[src/design/cbam_pkg.sv]
// shared constants and helpers for the cartridge bus address map
package cbam_pkg;

  localparam int AddrW    = 24;
  localparam int ModeW    = 3;
  localparam int SlotW    = 8;
  localparam int CfgIdxW  = 3;
  localparam int CfgDataW = 24;

  // configuration register indexes
  typedef enum logic [CfgIdxW-1:0] {
    CFG_MAP_MODE       = 3'd0,
    CFG_ROM_SIZE       = 3'd1,
    CFG_SLOT_BASE_0    = 3'd2,
    CFG_SLOT_BASE_1    = 3'd3,
    CFG_SLOT_BASE_2    = 3'd4,
    CFG_SLOT_BASE_3    = 3'd5,
    CFG_REVERSE_LINEAR = 3'd6
  } cfg_reg_t;

  // map modes; codes above MAP_UNKNOWN behave as unknown
  localparam logic [ModeW-1:0] MAP_LOROM       = 3'd0;
  localparam logic [ModeW-1:0] MAP_HIROM       = 3'd1;
  localparam logic [ModeW-1:0] MAP_EXT_LOROM   = 3'd2;
  localparam logic [ModeW-1:0] MAP_EXT_HIROM   = 3'd3;
  localparam logic [ModeW-1:0] MAP_SLOT_BANKED = 3'd4;
  localparam logic [ModeW-1:0] MAP_UNKNOWN     = 3'd5;

  // transaction commands
  localparam logic CMD_BUS_TO_ROM = 1'b0;
  localparam logic CMD_ROM_TO_BUS = 1'b1;

  // reset values
  localparam logic [AddrW-1:0] ROM_SIZE_RST    = 24'h000000;
  localparam logic [SlotW-1:0] SLOT_BASE_0_RST = 8'h00;
  localparam logic [SlotW-1:0] SLOT_BASE_1_RST = 8'h10;
  localparam logic [SlotW-1:0] SLOT_BASE_2_RST = 8'h20;
  localparam logic [SlotW-1:0] SLOT_BASE_3_RST = 8'h30;

  // range limits
  localparam logic [21:0]      EXT_HI_LOW_LIMIT = 22'h3e0000;
  localparam logic [AddrW-1:0] LOROM_ROM_LIMIT  = 24'h400000;
  localparam logic [AddrW-1:0] EXT_LO_ROM_LIMIT = 24'h7f0000;
  localparam logic [AddrW-1:0] EXT_HI_ROM_LIMIT = 24'h7e0000;
  localparam logic [AddrW-1:0] SLOT_ROM_LIMIT   = 24'h800000;
  localparam logic [SlotW:0]   SLOT_SPAN        = 9'd16;

  // fixed bank of each slot's window in the windowed reverse map
  function automatic logic [SlotW-1:0] slot_window(input logic [1:0] slot);
    logic [SlotW-1:0] bank;
    case (slot)
      2'd0:    bank = 8'h00;
      2'd1:    bank = 8'h20;
      2'd2:    bank = 8'h80;
      default: bank = 8'ha0;
    endcase
    return bank;
  endfunction

endpackage

[src/design/cartridge_bus_address_map.sv]
// cartridge bus address map: bus address to rom offset and back, one per cycle unless stalled
//
//  channel | ports                                   | direction
//  --------+-----------------------------------------+----------
//  in      | in_valid, in_stall, in_command,         | in
//          | in_address_in                           |
//  out     | out_valid, out_stall, out_address_out,  | out
//          | out_valid_res                           |
//  cfg     | cfg_valid, cfg_ready, cfg_index,        | in
//          | cfg_data                                |
//
// one transaction per cycle while out_stall is low; an input register and a
// result register with the translation logic in between
// reset is synchronous on rst_n and restores all map registers
// a stalled result holds the output register; the input register still takes
// a transaction while the result register waits, so in_stall rises only when
// both are full and out_stall is high
// cfg_ready is always high
module cartridge_bus_address_map (
  input  logic                            clk,
  input  logic                            rst_n,
  input  logic                            in_valid,
  output logic                            in_stall,
  input  logic                            in_command,
  input  logic [cbam_pkg::AddrW-1:0]      in_address_in,
  output logic                            out_valid,
  input  logic                            out_stall,
  output logic [cbam_pkg::AddrW-1:0]      out_address_out,
  output logic                            out_valid_res,
  input  logic                            cfg_valid,
  output logic                            cfg_ready,
  input  logic [cbam_pkg::CfgIdxW-1:0]    cfg_index,
  input  logic [cbam_pkg::CfgDataW-1:0]   cfg_data
);

  // configuration
  logic [cbam_pkg::ModeW-1:0] map_mode_r;
  logic [cbam_pkg::AddrW-1:0] rom_size_r;
  logic [cbam_pkg::SlotW-1:0] slot_base_0_r;
  logic [cbam_pkg::SlotW-1:0] slot_base_1_r;
  logic [cbam_pkg::SlotW-1:0] slot_base_2_r;
  logic [cbam_pkg::SlotW-1:0] slot_base_3_r;
  logic                       rev_linear_r;

  // input stage
  logic                       s1_valid_r;
  logic                       s1_cmd_r;
  logic [cbam_pkg::AddrW-1:0] s1_addr_r;

  // result stage
  logic                       out_valid_r;
  logic [cbam_pkg::AddrW-1:0] out_addr_r;
  logic                       out_ok_r;
  logic [cbam_pkg::AddrW-1:0] out_addr_nxt;
  logic                       out_ok_nxt;

  logic s1_adv;
  logic in_acc;

  logic [cbam_pkg::SlotW-1:0] bnk;
  logic [1:0]                 fwd_slot;
  logic [cbam_pkg::SlotW-1:0] fwd_base;
  logic [cbam_pkg::AddrW:0]   fwd_pca;
  logic                       fwd_ok;
  logic [3:0]                 slot_hit;
  logic [1:0]                 rev_slot;
  logic [cbam_pkg::SlotW-1:0] rev_base;
  logic [cbam_pkg::AddrW-1:0] rev_res;
  logic                       rev_ok;

  function automatic logic [cbam_pkg::SlotW-1:0] pick_base(
    input logic [1:0]                 slot,
    input logic [cbam_pkg::SlotW-1:0] b0,
    input logic [cbam_pkg::SlotW-1:0] b1,
    input logic [cbam_pkg::SlotW-1:0] b2,
    input logic [cbam_pkg::SlotW-1:0] b3
  );
    logic [cbam_pkg::SlotW-1:0] base;
    case (slot)
      2'd0:    base = b0;
      2'd1:    base = b1;
      2'd2:    base = b2;
      default: base = b3;
    endcase
    return base;
  endfunction

  assign s1_adv    = !out_valid_r || !out_stall;
  assign in_stall  = s1_valid_r && !s1_adv;
  assign in_acc    = in_valid && !in_stall;
  assign cfg_ready = 1'b1;

  assign out_valid       = out_valid_r;
  assign out_address_out = out_addr_r;
  assign out_valid_res   = out_ok_r;

  assign bnk = s1_addr_r[23:16];

  // high banks pick the slot by bits 5:4, low windows by bits 7 and 5
  assign fwd_slot = (bnk >= 8'hc0) ? bnk[5:4] : {bnk[7], bnk[5]};
  assign fwd_base = pick_base(fwd_slot, slot_base_0_r, slot_base_1_r,
                              slot_base_2_r, slot_base_3_r);

  always_comb begin
    for (int i = 0; i < 4; i++) begin
      logic [cbam_pkg::SlotW-1:0] b;
      b = pick_base(2'(i), slot_base_0_r, slot_base_1_r, slot_base_2_r, slot_base_3_r);
      slot_hit[i] = ({1'b0, b} <= {1'b0, bnk}) &&
                    (({1'b0, b} + cbam_pkg::SLOT_SPAN) > {1'b0, bnk});
    end
  end

  // lowest matching slot wins
  always_comb begin
    rev_slot = 2'd3;
    for (int i = 3; i >= 0; i--) begin
      if (slot_hit[i]) begin
        rev_slot = 2'(i);
      end
    end
  end

  assign rev_base = pick_base(rev_slot, slot_base_0_r, slot_base_1_r,
                              slot_base_2_r, slot_base_3_r);

  // bus address to rom offset
  always_comb begin
    logic [cbam_pkg::AddrW-1:0] a;
    logic                       cond;
    logic [8:0]                 hi_bank;
    a       = s1_addr_r;
    cond    = 1'b0;
    fwd_pca = '0;
    hi_bank = {1'b0, fwd_base} + {5'b0, bnk[3:0]};
    case (map_mode_r)
      cbam_pkg::MAP_LOROM: begin
        cond    = a[15];
        fwd_pca = {3'b0, a[22:16], a[14:0]};
      end
      cbam_pkg::MAP_HIROM: begin
        cond    = 1'b1;
        fwd_pca = {3'b0, a[21:0]};
      end
      cbam_pkg::MAP_EXT_LOROM: begin
        cond    = a[15];
        fwd_pca = {2'b0, ~a[23], a[22:16], a[14:0]};
      end
      cbam_pkg::MAP_EXT_HIROM: begin
        if (a[23]) begin
          cond    = a[22];
          fwd_pca = {3'b0, a[21:0]};
        end else begin
          cond    = a[22] && (a[21:0] < cbam_pkg::EXT_HI_LOW_LIMIT);
          fwd_pca = {2'b0, 1'b1, a[21:0]};
        end
      end
      cbam_pkg::MAP_SLOT_BANKED: begin
        if (bnk >= 8'hc0) begin
          cond    = 1'b1;
          fwd_pca = {hi_bank, a[15:0]};
        end else if (bnk[7:6] != 2'b01) begin
          cond    = a[15];
          fwd_pca = {1'b0, fwd_base, 16'h0000} + {5'b0, bnk[4:0], a[14:0]};
        end
      end
      default: begin
        cond = 1'b0;
      end
    endcase
    fwd_ok = cond && (fwd_pca < {1'b0, rom_size_r});
  end

  // rom offset to bus address
  always_comb begin
    logic [cbam_pkg::AddrW-1:0] p;
    logic                       cond;
    logic [7:0]                 lin_bank;
    logic [7:0]                 win_bank;
    p        = s1_addr_r;
    cond     = 1'b0;
    rev_res  = '0;
    lin_bank = {1'b0, rev_base[6:0]} + {4'b0, bnk[3:0]};
    win_bank = cbam_pkg::slot_window(rev_slot) + {4'b0, bnk[3:0]} + {7'b0, p[16]};
    case (map_mode_r)
      cbam_pkg::MAP_LOROM: begin
        cond    = p < cbam_pkg::LOROM_ROM_LIMIT;
        rev_res = {1'b1, p[21:15], 1'b1, p[14:0]};
      end
      cbam_pkg::MAP_HIROM: begin
        cond    = p < cbam_pkg::LOROM_ROM_LIMIT;
        rev_res = {2'b11, p[21:0]};
      end
      cbam_pkg::MAP_EXT_LOROM: begin
        cond    = p < cbam_pkg::EXT_LO_ROM_LIMIT;
        rev_res = {~p[22], p[21:15], 1'b1, p[14:0]};
      end
      cbam_pkg::MAP_EXT_HIROM: begin
        cond    = p < cbam_pkg::EXT_HI_ROM_LIMIT;
        rev_res = {~p[22], 1'b1, p[21:0]};
      end
      cbam_pkg::MAP_SLOT_BANKED: begin
        cond = (p < cbam_pkg::SLOT_ROM_LIMIT) && (slot_hit != 4'b0000);
        if (rev_linear_r) begin
          rev_res = {lin_bank, p[15:0]} | 24'hc00000;
        end else begin
          // bit 16 of the offset carries into the window bank
          rev_res = {win_bank, 1'b1, p[14:0]};
        end
      end
      default: begin
        cond = 1'b0;
      end
    endcase
    rev_ok = cond && (p < rom_size_r);
  end

  always_comb begin
    if (s1_cmd_r == cbam_pkg::CMD_ROM_TO_BUS) begin
      out_ok_nxt   = rev_ok;
      out_addr_nxt = rev_ok ? rev_res : '0;
    end else begin
      out_ok_nxt   = fwd_ok;
      out_addr_nxt = fwd_ok ? fwd_pca[cbam_pkg::AddrW-1:0] : '0;
    end
  end

  always_ff @(posedge clk) begin
    if (!rst_n) begin
      map_mode_r    <= cbam_pkg::MAP_UNKNOWN;
      rom_size_r    <= cbam_pkg::ROM_SIZE_RST;
      slot_base_0_r <= cbam_pkg::SLOT_BASE_0_RST;
      slot_base_1_r <= cbam_pkg::SLOT_BASE_1_RST;
      slot_base_2_r <= cbam_pkg::SLOT_BASE_2_RST;
      slot_base_3_r <= cbam_pkg::SLOT_BASE_3_RST;
      rev_linear_r  <= 1'b0;
    end else if (cfg_valid && cfg_ready) begin
      case (cfg_index)
        cbam_pkg::CFG_MAP_MODE:       map_mode_r    <= cfg_data[cbam_pkg::ModeW-1:0];
        cbam_pkg::CFG_ROM_SIZE:       rom_size_r    <= cfg_data[cbam_pkg::AddrW-1:0];
        cbam_pkg::CFG_SLOT_BASE_0:    slot_base_0_r <= cfg_data[cbam_pkg::SlotW-1:0];
        cbam_pkg::CFG_SLOT_BASE_1:    slot_base_1_r <= cfg_data[cbam_pkg::SlotW-1:0];
        cbam_pkg::CFG_SLOT_BASE_2:    slot_base_2_r <= cfg_data[cbam_pkg::SlotW-1:0];
        cbam_pkg::CFG_SLOT_BASE_3:    slot_base_3_r <= cfg_data[cbam_pkg::SlotW-1:0];
        cbam_pkg::CFG_REVERSE_LINEAR: rev_linear_r  <= cfg_data[0];
        default: begin
        end
      endcase
    end
  end

  always_ff @(posedge clk) begin
    if (!rst_n) begin
      s1_valid_r  <= 1'b0;
      out_valid_r <= 1'b0;
    end else begin
      if (!in_stall) begin
        s1_valid_r <= in_valid;
      end
      if (s1_adv) begin
        out_valid_r <= s1_valid_r;
      end
    end
  end

  // payload, no reset
  always_ff @(posedge clk) begin
    if (in_acc) begin
      s1_cmd_r  <= in_command;
      s1_addr_r <= in_address_in;
    end
    if (s1_adv && s1_valid_r) begin
      out_addr_r <= out_addr_nxt;
      out_ok_r   <= out_ok_nxt;
    end
  end

endmodule

[config.mk]
export PLATFORM = sky130hd
export DESIGN_NAME = cartridge_bus_address_map
export DESIGN_NICKNAME = d
export VERILOG_FILES = /design/src/design/cbam_pkg.sv /design/src/design/cartridge_bus_address_map.sv
export SDC_FILE = /design/constraint.sdc
export NUM_CORES = 1
export LEC_CHECK = 0
export ABC_AREA = 0
export BUFFER_PORTS_ARGS = -buffer_cell sky130_fd_sc_hd__buf_2
export CORE_MARGIN = 2
export CORE_UTILIZATION = 45
export CTS_CLUSTER_SIZE = 30
export DETAILED_ROUTE_END_ITERATION = 10
export PLACE_DENSITY = 0.66
export SYNTH_ARGS = -nofsm -noshare
export SYNTH_HDL_FRONTEND = slang
export SYNTH_SLANG_ARGS = --single-unit
[constraint.sdc]
create_clock -name clk -period 11.59 [get_ports clk]
set_input_delay 0.5795 -clock clk [delete_from_list [all_inputs] [get_ports clk]]
set_output_delay 0.5795 -clock clk [all_outputs]
set_load 0.02 [all_outputs]
==> results.md, run 1 <==
- Run status: completed
- Fraction of layout cells with a size suffix above 1: 12.8%
- Max Cap Viol: 0
- Pin count of the biggest net entering global routing: 63
- Total inserted antenna cells: 0
- Longest Clk Path Bufs: 2
- Fin nets: 1162
- Num CTS Buffers: 9
- First-pass GRT wire length: 35.5 mm
- CTS sink cnt: between 100 and 150
- Placed insts: 1209
- Overall global routing resource usage: roughly 23%
- PD cells: 101 mW/mm^2
- Setup crit start kind: register
- Detailed Route Iter0 Violations: 522
- Design Power: 0.909 mW
- H-tree depth: 3
- Syn avg cell area: 8.81 um^2
- Async set or reset register ratio after synthesis: 0%
- Top-count cell post-synth: nand2_1
- Clk Latency, worst-skew pair: between 0.3 and 0.4 ns
- Initial Util: 45.6%
- IO Port Bufs: 83
- Yosys cell types: 70
- Routed WL: 21.9 mm
- Setup tns final: 0 ns
- Worst Hold Class: in -> reg
- Final Util: 50.6%
- Final setup fails: 0
- Num ports: 85
- Leading area contributor after synthesis: edfxtp_1
- CP Class: reg -> reg
- Cell row count: 49
- Crit. End Element: register
- Vias in the first global route: 6726
- Slew HR: roughly a third
- Dpl ws: 5.54 ns
- Fin worst setup slack: 5.39 ns
- Ys Warns: 0
- Period Utilization, post-route: 53.5%
- Synth top cells by count: nand2_1, ha_1, a21oi_1, dfxtp_1, nor2_1
- Leakage: 3.72 nW
- Drt first pass iters: 5
- Worst path required time: around 12 ns
- Drt wl/cell: roughly 18 um
- Fin cells: 1225
- RSZ-0062 raised after global routing: false
- Number of enable flip-flop cells after synthesis: 50
- CTS Hold Bufs: 0
- Initial antenna violation count: 0
- Vias per cell: 5.75
- Area Overhead vs Synth: 10.9%
- Post-CTS Setup Bufs: 0
- CTS clk-pin slew, worst paths: 0.08 ns
- DR vias: 7049
- Worst EP arrival: 6.40 ns
- Antenna viol nets, final: 0
- CTS root buffer: clkbuf_16
- Final Hold Vio Count: 0
- CTS tree: done
- Syn nets: 1094
- Top_reg_cell synth: dfxtp_1
- Fin. max-slew vios: 0
- Die W: ~140 um
- Crit-path max FO: 19
- Global placer's final weighted congestion: roughly 0.94
- Global route overflow: 0
- Peak supply drop: around 0.094 mV
- Synth Cell Area: 0.00813 mm^2
- Final Critical Period: 6.20 ns
- Sequential share of the synthesized area: between 30% and 40%
- F_max: 0.161 GHz
- Seq cells post-synth: 112
- Area contributors post-synth: edfxtp_1, ha_1, dfxtp_1, nand2_1, a21boi_0
- Total core area: 0.0178 mm^2
- Hpwl dp: 16.5 mm
- Worst-Margin Slew: 1.00 ns
- Number of remaining DRC errors: 0
- Die area: 0.0192 mm^2
- Die Ht: approximately 140 um
- Post-CTS Resized: 0
- Clk_skew: 0.00849 ns
- Area share of the largest cell type after synthesis: 18.5%
- Syn Inst Count: 923
[placed cells by master (no fill, tap or decap), types with 15 or more instances in the layout]
cell type / count
a21oi_1: 62
nand3_1: 19
a21o_1: 21
ha_1: 111
o21ai_0: 42
buf_2: 83
nand2_1: 157
edfxtp_1: 50
dfxtp_1: 62
nor2_1: 56
inv_1: 53
nand2b_1: 15
a21boi_0: 53
nor2b_1: 21
[final timing paths]
check                                           to               from  slack (ns)  cells past startpoint
worst max-delay path            out_address_out[6]      s1_addr_r[22]        5.39                     22
worst min-delay path                 s1_addr_r[11]  in_address_in[11]        0.39                      1
worst max register to register  out_address_out[6]      s1_addr_r[22]        5.39                     22
worst min register to register       rom_size_r[2]      rom_size_r[2]        0.47                      2
[critical path, cell delays in order (launching register included)]
cell      delay [ns]
edfxtp_1        0.82
clkinv_1        0.73
o21ai_2         0.60
mux4_2          0.40
ha_1            0.21
inv_1           0.07
fa_1            0.18
nor2b_1         0.06
o21a_1          0.17
nor3_1          0.40
nor3_1          0.08
o21ai_0         0.16
o311ai_0        0.16
nand3_1         0.14
inv_1           0.05
ha_1            0.27
o21ai_0         0.09
nand2b_1        0.07
a211oi_1        0.26
o221ai_1        0.13
a211o_2         0.38
and2_1          0.40
nor2_1          0.20
[through the flow]
step           instance area (um^2)  hold slack (ns)
2_1_floorplan                  8130            0.443
3_3_place_gp                   8750            0.456
3_5_place_dp                   8750            0.463
4_1_cts                        9020            0.379
5_1_grt                        9020            0.373
6_report                       9020            0.388
[sequential cells by signal, indices dropped and copies added, names as in the netlist]
signal           cells
map_mode_r           3
out_address_out     24
out_valid            1
out_valid_res        1
rev_linear_r         1
rom_size_r          24
s1_addr_r           24
s1_cmd_r             1
s1_valid_r           1
slot_base_0_r        8
slot_base_1_r        8
slot_base_2_r        8
slot_base_3_r        8
[area by class of cell]
cell class	count	area, um^2
Fill cell	1726	8820
Multi-Input combinational cell	723	5040
Sequential cell	112	2740
Timing Repair Buffer	91	475
Tap cell	229	287
Clock buffer	11	233
Inverter	54	203
Clock inverter	5	41.3
[kinds of logic after synthesis]
group	after synthesis	synth area share, %
simple gates	326	18.6
compound gates	250	20.3
fa+ha+maj	114	17.8
flops	112	33.7
buf+inv	88	4.39
mux	18	3.63
xor+xnor	14	1.51
other cells	1	0.0461
[where the power goes]
| group | leakage, nW | switching (mW) | total [mW] | internal, mW |
|---|---|---|---|---|
| registers | 0.995 | 0.0173 | 0.443 | 0.425 |
| logic | 2.59 | 0.0975 | 0.169 | 0.0712 |
| clock network | 0.135 | 0.149 | 0.298 | 0.148 |
[layer usage]
layer	global-route usage (%)	share of wire (%)	vias to the layer above
met5	0	0	-
met4	6.50	1.7	0
met3	3.64	6.4	26
met2	36.1	44	226
met1	33.1	47	3323
li1	-	-	3474
No activity file was read; power rests on OpenSTA's default activity.
==> run 2: changes to the inputs <==
clock period = 6.47 ns   (was 11.59 ns; I/O delays follow)
==> results.md, run 2 (synthesis results as in run 1) <==
- Die Ht: 138 um (unchanged)
- Area taken by multi-input logic gates: 0.00504 mm^2 (unchanged)
- H-tree depth: 3 (unchanged)
- Initial Util: 45.6% (unchanged)
- Final Critical Period: 5.49 ns (-0.704 ns)
- Sw Pwr: 0.491 mW (+86%)
- Total inserted antenna cells: 0 (unchanged)
- Detailed Route Iter0 Violations: 623 (+19%)
- CP Class: reg -> reg
- Clk_skew: 0.0103 ns (+0.00183 ns)
- Vias in the first global route: 6581 (-2.2%)
- Initial antenna violation count: 0 (unchanged)
- Sequential power share: 47.8% (-0.9 points)
- PD cells: 182 mW/mm^2 (+81%)
- Max Cap Viol: 0 (unchanged)
- Clock power frac: 33.3% (+0.6 points)
- Drt first pass iters: 5 (unchanged)
- Most frequent cells in the layout: nand2_1, ha_1, buf_2
- Die area: 0.0192 mm^2 (unchanged)
- Period Utilization, post-route: 84.9% (+31 points)
- RSZ-0062 raised after global routing: false
- Number of remaining DRC errors: 0 (unchanged)
- Drt wl/cell: 17.9 um (about the same)
- Global route overflow: 0 (unchanged)
- Antenna viol nets, final: 0 (unchanged)
- Peak supply drop: 0.134 mV (+43%)
- Worst path required time: 6.68 ns (-5.12 ns)
- Comb pwr share: 18.8% (+0.2 points)
- Total core area: 0.0178 mm^2 (unchanged)
- CTS root buffer: clkbuf_16
- Num ports: 85 (unchanged)
- Clk Latency, worst-skew pair: 0.36 ns (about the same)
- Reg area: 0.00274 mm^2 (unchanged)
- Fin worst setup slack: 0.977 ns (-4.42 ns)
- Worst-Margin Slew: 0.988 ns (-0.0136 ns)
- CTS sink cnt: 112 (unchanged)
- Fin. max-slew vios: 0 (unchanged)
- Setup crit start kind: register
- DR vias: 7086 (+0.52%)
- CTS tree: done
- Worst Hold Class: in -> reg
- Dpl ws: 1.08 ns (-4.46 ns)
- IO Port Bufs: 83 (unchanged)
- Hold WS: 0.135 ns (-0.253 ns)
- First-pass GRT wire length: 35.0 mm (-1.5%)
- CTS clk-pin slew, worst paths: 0.08 ns (about the same)
- Final setup fails: 0 (unchanged)
- Global placer's final weighted congestion: 0.939 (-0.61%)
- Vias per cell: 5.77 (+0.28%)
- Setup tns final: 0 ns (unchanged)
- Overall global routing resource usage: 22.6% (-0.45 points)
- F_max: 0.182 GHz (+13%)
- Internal: 1.16 mW (+80%)
- Hpwl dp: 16.5 mm (+0.26%)
- Finished Cell Area: 0.00906 mm^2 (+0.42%)
- Final Hold Vio Count: 0 (unchanged)
- Die W: 138 um (unchanged)
- Commonest non-fill, non-tap cell in the layout: nand2_1
- Area Overhead vs Synth: 11.4%
- Fin nets: 1165 (+0.26%)
- Leakage: 3.74 nW (+0.52%)
- Fraction of layout cells with a size suffix above 1: 13.2% (+0.46 points)
- Pin count of the biggest net entering global routing: 63 (unchanged)
- Post-CTS Resized: 0 (unchanged)
- Crit. End Element: register
- Num CTS Buffers: 9 (unchanged)
- Slew HR: 33.6% (+0.40 points)
- Routed WL: 22.0 mm (+0.34%)
- Run status: completed
- Post-DP Area: 0.00877 mm^2 (+0.26%)
- CTS Hold Bufs: 0 (unchanged)
- Worst EP arrival: 5.70 ns (-0.70 ns)
- Switching Fraction: 29.7% (+0.69 points)
- Longest Clk Path Bufs: 2 (unchanged)
- Filler cell count in the final layout: 1710 (-0.93%)
- Crit-path max FO: 16 (-3)
- Post-CTS Setup Bufs: 0 (unchanged)
- Cell row count: 49 (unchanged)
run 2: changes by cell type in the layout (fill, tap and decap cells not counted):
cell        change
inv_6           +2
clkinvlp_4      +1
clkinv_8        +1
buf_4           +3
clkinv_4        -2
clkbuf_1        -2
clkinv_2        +1
inv_4           -1
run 2: per-stage QoR:
step                      cells  utilization [%]  power (mW)
after floorplan             923                -        1.01
after global placement     1212             49.1        1.11
after detailed placement   1212             49.1        1.11
after CTS                  1228             50.8        1.66
after global routing       1228             50.8        1.72
final                      1228             50.8        1.65
run 2: cell type report:
type,count,share of cell area [%]
Sequential cell,112,30.3
Inverter,54,2.24
Clock inverter,7,0.705
Timing Repair Buffer,94,5.50
Multi-Input combinational cell,723,55.6
Tap cell,229,3.16
Clock buffer,9,2.49
run 2: worst paths after layout:
| kind | from | endpoint | slack, ns | depth (start not counted) |
|---|---|---|---|---|
| setup / recovery | s1_addr_r[23] | out_address_out[8] | 0.98 | 22 |
| hold / removal | in_address_in[12] | s1_addr_r[12] | 0.13 | 1 |
| setup reg to reg | s1_addr_r[23] | out_address_out[8] | 0.98 | 22 |
| hold reg to reg | rom_size_r[19] | rom_size_r[19] | 0.47 | 2 |
run 2: critical path, cell delays in order (launching register included):
cell,delay (ns)
edfxtp_1,0.60
nand2_4,0.21
mux2i_4,0.47
mux4_2,0.58
ha_1,0.22
inv_1,0.08
fa_1,0.18
nor2b_1,0.06
o21a_1,0.16
nor3_1,0.40
nor3_1,0.08
o21ai_0,0.16
o311ai_0,0.16
nand3_1,0.12
inv_1,0.05
ha_1,0.29
o21ai_0,0.08
nand2b_1,0.08
a211oi_1,0.25
o221ai_1,0.14
a211o_2,0.37
and2_1,0.39
nor2_1,0.19
run 2: power by group through the flow:
stage | logic [mW] | registers [mW] | clock network, mW
after floorplan | 0.210 | 0.800 | 0
after CTS | 0.309 | 0.788 | 0.558
final | 0.311 | 0.789 | 0.550
after detailed placement | 0.307 | 0.805 | 0
after global routing | 0.346 | 0.792 | 0.584
after global placement | 0.303 | 0.805 | 0
run 2: metal layers:
metal  GRT usage [%]  wire [um]  up-vias
met5               0          0        -
met4            4.89        292        0
met3            3.50       1290       24
met2            36.4       9930      209
met1            32.3      10400     3375
li1                -          -     3478
==> run 3: changes to the inputs <==
clock period = 5.55 ns   (was 6.47 ns; I/O delays follow)
==> results.md, run 3 (synthesis results as in run 1) <==
- Clk_skew: 0.0146 ns (+0.00429 ns)
- Die area: 0.0192 mm^2 (unchanged)
- Final setup fails: 0 (unchanged)
- Period Utilization, post-route: 94.0% (+9.1 points)
- Total core area: 0.0178 mm^2 (unchanged)
- Die W: 138 um (unchanged)
- Vias in the first global route: 6861 (+4.3%)
- Worst path required time: 5.76 ns (-0.92 ns)
- Overall global routing resource usage: 23.5% (+0.89 points)
- Most frequent cells in the layout: nand2_1, ha_1, buf_2
- Reg2Reg Depth: 21 (-4.5%)
- R2R setup slack: 0.33 ns (-0.64 ns)
- Switching Fraction: 29.2% (-0.53 points)
- CTS tree: done
- Final Critical Period: 5.22 ns (-0.275 ns)
- CP delay by family, top: simple AND/OR/NAND/NOR gates
- WHS Endpoint: s1_addr_r[10]
- Leakage: 3.80 nW (+1.6%)
- Max stage delay on crit path: 0.56 ns (-0.04 ns)
- DR vias: 7142 (+0.79%)
- Max Cap Viol: 0 (unchanged)
- WP buf/inv: 2 (unchanged)
- Crit-path max FO: 16 (unchanged)
- Final Hold Vio Count: 0 (unchanged)
- Hold path startpoint: in_address_in[10]
- IO Port Bufs: 83 (unchanged)
- Worst flop-to-flop path endpoint: out_address_out[8]
- F_max: 0.192 GHz (+5.3%)
- Crit. End Element: register
- Peak supply drop: 0.212 mV (+57%)
- CP Class: reg -> reg
- Setup tns final: 0 ns (unchanged)
- Area Overhead vs Synth: 12.6%
- Global route overflow: 0 (unchanged)
- Antenna viol nets, final: 0 (unchanged)
- PD cells: 209 mW/mm^2 (+15%)
- Critical path's slowest cell: edfxtp_1
- Commonest non-fill, non-tap cell in the layout: nand2_1
- Drt first pass iters: 5 (unchanged)
- Cells along the critical path: nand2_4, mux2i_4, buf_4, mux4_2, ha_1, nor2b_1, o21a_1, nor3_2, nor3_1, o21ai_0, o311ai_0, nand3_1, inv_1, ha_1, o21ai_0, nand2b_1, a211oi_1, o221ai_1, a211o_2, and2_1, nor2_1
- Num CTS Buffers: 9 (unchanged)
- Initial antenna violation count: 0 (unchanged)
- CTS Hold Bufs: 0 (unchanged)
- Detailed Route Iter0 Violations: 703 (+13%)
- Clk Latency, worst-skew pair: 0.36 ns (about the same)
- CTS clk-pin slew, worst paths: 0.08 ns (about the same)
- Hpwl dp: 17.2 mm (+3.9%)
- Sw Pwr: 0.560 mW (+14%)
- Drt wl/cell: 18.1 um (+1.0%)
- Worst Hold Class: in -> reg
- Worst EP arrival: 5.43 ns (-0.27 ns)
- RSZ-0062 raised after global routing: false
- Clock power frac: 32.8% (-0.5 points)
- Die Ht: 138 um (unchanged)
- Initial Util: 45.6% (unchanged)
- Sequential power share: 47.7% (about the same)
- Hold WS: 0.0829 ns (-0.0517 ns)
- Global placer's final weighted congestion: 0.926 (-1.4%)
- Fin nets: 1177 (+1.0%)
- Reg2reg start: s1_addr_r[22]
- Pin count of the biggest net entering global routing: 63 (unchanged)
- CTS root buffer: clkbuf_16
- Cell row count: 49 (unchanged)
- Fraction of layout cells with a size suffix above 1: 14.3% (+1.1 points)
- Number of remaining DRC errors: 0 (unchanged)
- Routed WL: 22.4 mm (+2.0%)
- Total inserted antenna cells: 0 (unchanged)
- Run status: completed
- Setup crit start kind: register
- Internal: 1.36 mW (+17%)
- Slew HR: 32.4% (-1.3 points)
- CTS sink cnt: 112 (unchanged)
- Longest Clk Path Bufs: 2 (unchanged)
- First-pass GRT wire length: 36.2 mm (+3.5%)
- Fin. max-slew vios: 0 (unchanged)
- H-tree depth: 3 (unchanged)
- Num ports: 85 (unchanged)
- Comb pwr share: 19.5% (+0.7 points)
- Hold path depth: 1 (unchanged)
- Worst-Margin Slew: 1.01 ns (+0.0189 ns)
- Vias per cell: 5.76 (-0.19%)
[run 3: power by group through the flow]
stage,Clock [mW],Combinational (mW),Sequential [mW]
6_report,0.628,0.375,0.914
5_1_grt,0.673,0.418,0.917
4_1_cts,0.647,0.369,0.913
3_5_place_dp,0,0.367,0.933
3_3_place_gp,0,0.364,0.932
2_1_floorplan,0,0.245,0.933
[run 3: metal layers]
metal,wire length [um],global-route usage [%]
met1,10100,32.8
met2,10200,37.6
met3,1550,3.84
met4,449,7.04
met5,0,0
[run 3: area by class of cell]
class / count / area, um^2
Inverter: 54 / 206
Fill cell: 1726 / 8690
Clock buffer: 10 / 229
Timing Repair Buffer: 106 / 588
Tap cell: 229 / 287
Multi-Input combinational cell: 723 / 5050
Clock inverter: 6 / 51.3
Sequential cell: 112 / 2740
[run 3: worst max path at each step]
stage / startpoint / to / depth (start not counted)
after global routing: s1_addr_r[22] / out_address_out[21] / 18
final: s1_addr_r[22] / out_address_out[8] / 21
after floorplan: s1_addr_r[22] / out_address_out[10] / 25
after detailed placement: s1_addr_r[22] / out_address_out[8] / 22
after global placement: s1_addr_r[22] / out_address_out[9] / 22
after CTS: s1_addr_r[22] / out_address_out[8] / 22
[run 3: repair_timing]
| action | 4_1_cts | 5_1_grt |
|---|---|---|
| buffers inserted | 0 | 2 |
| gates resized for setup | 0 | 3 |
| endpoints found under the setup margin | 0 | 17 |
[run 3: worst register-to-register path, delay by kind of cell (launching register included)]
family | cells | cell delay [ns]
compound gates | 7 | 1.32
fa+ha+maj | 2 | 0.61
buf+inv | 2 | 0.23
flops | 1 | 0.56
mux | 2 | 0.81
simple gates | 8 | 1.52
[run 3: through the flow]
step                      total power, mW  std cells  worst slack (ns)  util (%)  instance area (um^2)
after floorplan                      1.18        923             0.803         -                  8130
after global placement               1.30       1222             0.330      49.6                  8840
after detailed placement             1.30       1222             0.198      49.6                  8840
after CTS                            1.93       1238             0.138      51.1                  9120
after global routing                 2.01       1240            0.0304      51.3                  9160
final                                1.92       1240             0.333      51.3                  9160
